[src/design/qlfo_pkg.sv]
`timescale 1ns / 1ps
`default_nettype none
// ----------------------------------------------------------------------------
// qlfo_pkg
// Shared types and constants of the quadrature LFO envelope.
// ----------------------------------------------------------------------------
package qlfo_pkg;

  // Oscillator state and configuration registers, signed fixed point
  localparam int STATE_BITS = 24;
  localparam int FRAC_BITS  = 22;
  localparam int CFG_BITS   = 24;
  localparam int CFG_IDX_W  = 2;
  localparam int NUM_CH     = 8;
  localparam int NUM_GAIN   = 4;

  typedef logic signed [STATE_BITS-1:0] state_t;
  typedef logic [CFG_IDX_W-1:0]         cfg_idx_t;

  // Configuration register indexes
  localparam cfg_idx_t REG_ROT_COS = 2'd0;
  localparam cfg_idx_t REG_ROT_SIN = 2'd1;
  localparam cfg_idx_t REG_START_X = 2'd2;
  localparam cfg_idx_t REG_START_Y = 2'd3;

  // Request actions
  localparam logic ACT_TICK   = 1'b0;
  localparam logic ACT_RELOAD = 1'b1;

  localparam state_t ONE_Q   = state_t'(1) <<< FRAC_BITS;
  localparam state_t STATE_0 = '0;

endpackage : qlfo_pkg
`default_nettype wire

[src/design/qlfo_gain.sv]
`timescale 1ns / 1ps
`default_nettype none
// ----------------------------------------------------------------------------
// qlfo_gain
// Scales one audio sample by an oscillator gain, rounds half up, saturates.
// ----------------------------------------------------------------------------
module qlfo_gain
  import qlfo_pkg::*;
#(
  parameter int SAMPLE_BITS = 24
) (
  input  wire logic signed [SAMPLE_BITS-1:0] sample,
  input  wire state_t                        gain,
  output logic signed [SAMPLE_BITS-1:0]      scaled
);

  localparam int PROD_W = SAMPLE_BITS + STATE_BITS;
  localparam int SUM_W  = PROD_W + 1;

  localparam logic signed [SUM_W-1:0] HALF   = SUM_W'(1) <<< (FRAC_BITS - 1);
  localparam logic signed [SUM_W-1:0] MAX_SV = SUM_W'({1'b0, {(SAMPLE_BITS-1){1'b1}}});
  localparam logic signed [SUM_W-1:0] MIN_SV = -MAX_SV - SUM_W'(1);

  logic signed [PROD_W-1:0] prod;
  logic signed [SUM_W-1:0]  sh;

  assign prod = sample * gain;
  assign sh   = (SUM_W'(prod) + HALF) >>> FRAC_BITS;

  always_comb begin
    if (sh > MAX_SV) begin
      scaled = MAX_SV[SAMPLE_BITS-1:0];
    end else if (sh < MIN_SV) begin
      scaled = MIN_SV[SAMPLE_BITS-1:0];
    end else begin
      scaled = sh[SAMPLE_BITS-1:0];
    end
  end

endmodule : qlfo_gain
`default_nettype wire

[config.mk]
export PLATFORM = sky130hd
export DESIGN_NAME = qlfo_gain
export DESIGN_NICKNAME = d
export VERILOG_FILES = /design/src/design/qlfo_pkg.sv /design/src/design/qlfo_gain.sv
export SDC_FILE = /design/constraint.sdc
export NUM_CORES = 2
export LEC_CHECK = 0
export BUFFER_PORTS_ARGS = -buffer_cell sky130_fd_sc_hd__buf_2
export CORE_MARGIN = 8
export CORE_UTILIZATION = 46
export DETAILED_ROUTE_END_ITERATION = 8
export PLACE_DENSITY = 0.59
export SLEW_MARGIN = 20
export SYNTH_ARGS = -nofsm -noshare
export SYNTH_HDL_FRONTEND = slang
export SYNTH_SLANG_ARGS = --single-unit
[constraint.sdc]
create_clock -name vclk -period 10
set_input_delay 1 -clock vclk [all_inputs]
set_output_delay 1 -clock vclk [all_outputs]
set_load 0.01 [all_outputs]
Word-level counts from Yosys, hierarchy flattened:

Cells that the tools add are included.

* register bits after elaboration: 0
* latch bits: 0
* RAM bits: 0
* memory bits (read-only): 0
* input bits: 48
* word-level logic and storage cells: 6
* memories kept: 0

* $add $sub $neg: 1
* $mul: 1
* div/mod/pow operators: 0
* $lt $le $gt $ge: 2
* eq/ne operators: 0
* shift-type cells: 0
* multiplexer cells: 2
* bitwise gates (word level): 0
* reduce and logical (&&, ||, !) cells: 0

Operators with widths (number)
* 48-bit by 23-bit adder with 49-bit output (second input constant): 1
* 24-bit by 24-bit multiplier with 48-bit output: 1
* 24-bit 2-to-1 mux: 2
* 27-bit by 24-bit > comparator with 1-bit output (second input constant): 1
* 27-bit by 24-bit less-than comparator with 1-bit output (second input constant): 1

Logic depth before layout (Yosys ltp):

* depth in word-level cells: 5
* gate-level depth with buffers: 28
* depth with buffers taken out: 25

Worst setup path after synthesis:

No wires, ideal clock.

* kind: input-to-output
* start point: input port sample[23]
* end point: output port scaled[10]
* arrival time: 8.045 ns
* required time: 9.000 ns
* path slack: 0.955 ns
* stages on the path: 22
* path buffers: 3
* cells stage by stage: clkbuf_1 -> nand2_1 -> inv_1 -> fa_1 -> fa_1 -> inv_1 -> fa_1 -> inv_1 -> fa_1 -> fa_1 -> fa_1 -> fa_1 -> ha_1 -> clkbuf_1 -> inv_1 -> or4_1 -> nor4_1 -> a21oi_2 -> xnor2_1 -> a31oi_4 -> buf_6 -> o21ai_2

* word-level cells in the longest chain between the ends: 5
* elaborated cells between the ends (all ways): 6
* classes of those cells: add/sub: 1; mul: 1; order compare: 2; mux: 2

Ends and longest elaborated chain
* from (decl): RTL line qlfo_gain.sv:12 `input wire logic signed [SAMPLE_BITS-1:0] sample,`
* 24-bit by 24-bit multiplier with 48-bit output (*): RTL line qlfo_gain.sv:27 `assign prod = sample * gain;`
* 48-bit by 23-bit adder with 49-bit output (*): RTL line qlfo_gain.sv:28 `assign sh = (SUM_W'(prod) + HALF) >>> FRAC_BITS;`
* 27-bit by 24-bit less-than comparator with 1-bit output: RTL line qlfo_gain.sv:33 `end else if (sh < MIN_SV) begin`
* 24-bit 2-to-1 mux: RTL line qlfo_gain.sv:33
* 24-bit 2-to-1 mux (*): RTL line qlfo_gain.sv:31 `if (sh > MAX_SV) begin`
* to (decl): RTL line qlfo_gain.sv:14 `output logic signed [SAMPLE_BITS-1:0] scaled`

Every way passes the cells marked *; elsewhere a longest branch is shown, timed or not.

Worst setup path in the final report:

* start point: input port gain[2]
* end point: output port scaled[18]

* word-level cells in the longest chain between the ends: 5
* elaborated cells between the ends (all ways): 6
* classes of those cells: add/sub: 1; mul: 1; order compare: 2; mux: 2

Ends and longest elaborated chain
* from (decl): RTL line qlfo_gain.sv:13 `input wire state_t gain,`
* 24-bit by 24-bit multiplier with 48-bit output (*): RTL line qlfo_gain.sv:27
* 48-bit by 23-bit adder with 49-bit output (*): RTL line qlfo_gain.sv:28
* 27-bit by 24-bit less-than comparator with 1-bit output: RTL line qlfo_gain.sv:33
* 24-bit 2-to-1 mux: RTL line qlfo_gain.sv:33
* 24-bit 2-to-1 mux (*): RTL line qlfo_gain.sv:31

Marks and branches as above.

==> qor.yml <==
status: "finished clean"
yosys_warnings: 0
seqCellArea_um2: 0
seq_area_frac_synth_pct: 0
whs_ps: 3460
ios: 72
syn_to_final_growth_pct: 4.16
chipWidth_um: 231
slew_headroom_pct: 51.2
tns_ps: 0
numSequentialCells: 0
initialDrtViolationCount: 725
drt_wl_total_um: 53600
hold_violations: 0
cp_common_cell: "fa_1"
fin_crit_sh_pct: 96.2
gr-total-overflow: 0
synth_area_um2: 21200
crit_type: "in -> out"
finalNonFillerCells: 2888
route.detailed.drc: 0
antenna_found_initial: 0
cp.required_ps: 9000
die_h_um: 231
cp_slowest_cell: "fa_2"
cap_viol_max_count: 0
gp_congestion: 0.891
wl_per_cell_um: 18.5
hp-class: "in -> out"
vias: 14900
cp-end-kind: "output pin"
rsz0062_at_grt: "false"
groute.usage.overall_pct: 20.7
port_buffers: 72
dieArea_um2: 53300
utilization_pct: 48.7
start_util_pct: 46.7
cp_cell_sequence: "buf_2, and2_1, fa_2, fa_2, inv_1, fa_1, clkinvlp_4, fa_1, fa_1, fa_1, fa_1, ha_1, nand4_1, or4_1, nor2_1, a31oi_2, o31ai_4, xor2_2, a31oi_4, buf_4, o21ai_2, buf_2"
core_um2: 45500
cp-start-kind: "input pin"
drive_above_1_share_pct: 5.90
via_per_inst: 5.17
fin_nets: 3080
grt_pass1_wl_um: 89200
tightestPinTransition_ps: 732
cts_hold_buf: 0
hpwl_um: 47100
num_rows: 78
min_period_ps: 9620
ant_nets: 0
crit_fanout: 24
max_freq_mhz: 104
synthCells: 2297
cp.arrival_ps: 8620
yosysUniqueCellTypes: 53
grt_pass1_vias: 16800
drv_slew: 0
finalSetupViolCount: 0
worst_path_largest_cell_delay_ps: 690
num-clock-buffers: 0
post-place-cells: 2885
grt_max_degree: 25
synthesis.nets: 3088
synth_area_per_cell_um2: 9.25
first_pass_iters: 5
layout make-up:
type	instances	area, um2
fill	4420	23300
timing repair buffer	94	537
multi-input combinational	1598	18600
tap	600	751
inverter	595	2240
antenna	1	2.50
cell usage in the layout, fill, tap and decap left out, types with 24 or more instances in the layout:
cell and instances:
a21oi_1 45, and2_1 261, buf_2 69, fa_1 612
ha_1 129, inv_1 593, nand2_1 322, nor2_1 38
o21ai_0 26, xnor2_1 24
cells by family after synthesis:
family,Yosys count,synth area share (%)
fa+ha+maj,743,65.4
buf+inv,699,12.5
simple gates,664,15.3
compound gates,153,5.06
xor+xnor,38,1.64
per-stage QoR:
| step | area, um2 | setup slack (ps) |
|---|---|---|
| after floorplan | 21200 | 955 |
| after global placement | 22100 | 470 |
| after detailed placement | 22100 | 228 |
| after CTS | 22100 | 198 |
| after global routing | 22100 | 18.6 |
| final | 22100 | 384 |
final timing paths:
check / from / to / slack [ps] / depth (start not counted)
setup / recovery: gain[2] / scaled[18] / 380 / 22
hold / removal: gain[0] / scaled[1] / 3460 / 9
critical path: cells and delay by family:
| family | cells | cell delay (ps) |
|---|---|---|
| adder cells (fa/ha/maj) | 8 | 4290 |
| buffers and inverters | 5 | 1210 |
| AND/OR/NAND/NOR | 4 | 1030 |
| AO/OA/AOI/OAI | 4 | 770 |
| XOR/XNOR | 1 | 280 |
synthesized netlist by cell type, types with 2 or more instances:
cell	instances	area, um2
a21o_1	16	120
o21bai_1	3	22.5
o21ai_2	21	184
xor2_1	11	96.3
o21a_1	3	22.5
buf_2	2	10.0
fa_1	614	12300
buf_6	4	45.0
nand3_1	5	25.0
nand4b_1	3	26.3
buf_1	4	15.0
a22o_1	2	17.5
a21oi_1	45	225
o21ai_1	5	25.0
xnor2_1	25	219
and2_1	261	1630
nor2_1	38	143
o31ai_4	2	42.5
a211oi_1	6	45.0
o211ai_1	4	30.0
nand2_1	322	1210
nand4_1	11	68.8
nor4_1	2	12.5
nor3_1	5	25.0
a31oi_1	4	25.0
clkbuf_1	94	353
a211oi_2	2	25.0
o21ai_0	26	130
xor2_2	2	32.5
ha_1	129	1610
or4_1	2	15.0
o221ai_1	2	17.5
and3_1	2	12.5
inv_1	594	2230
o31ai_1	2	15.0
nand2b_1	7	43.8
metal layers:
| layer | GRT usage (%) | vias up | share of wire [%] |
|---|---|---|---|
| li1 | - | 6570 | - |
| met3 | 0.834 | 71 | 3.1 |
| met1 | 26.4 | 7961 | 41 |
| met4 | 3.66 | 0 | 2.1 |
| met2 | 39.1 | 316 | 54 |
| met5 | 0 | - | 0 |
what timing repair did:
action                                  4_1_cts  5_1_grt
buffers inserted                              0        2
resized for setup                             0        8
endpoints found under the setup margin        0       23
endpoints found under the hold margin         0        0
Power is not shown: default switching activity piles up to over one toggle a cycle in this logic, so the estimate is an artifact.
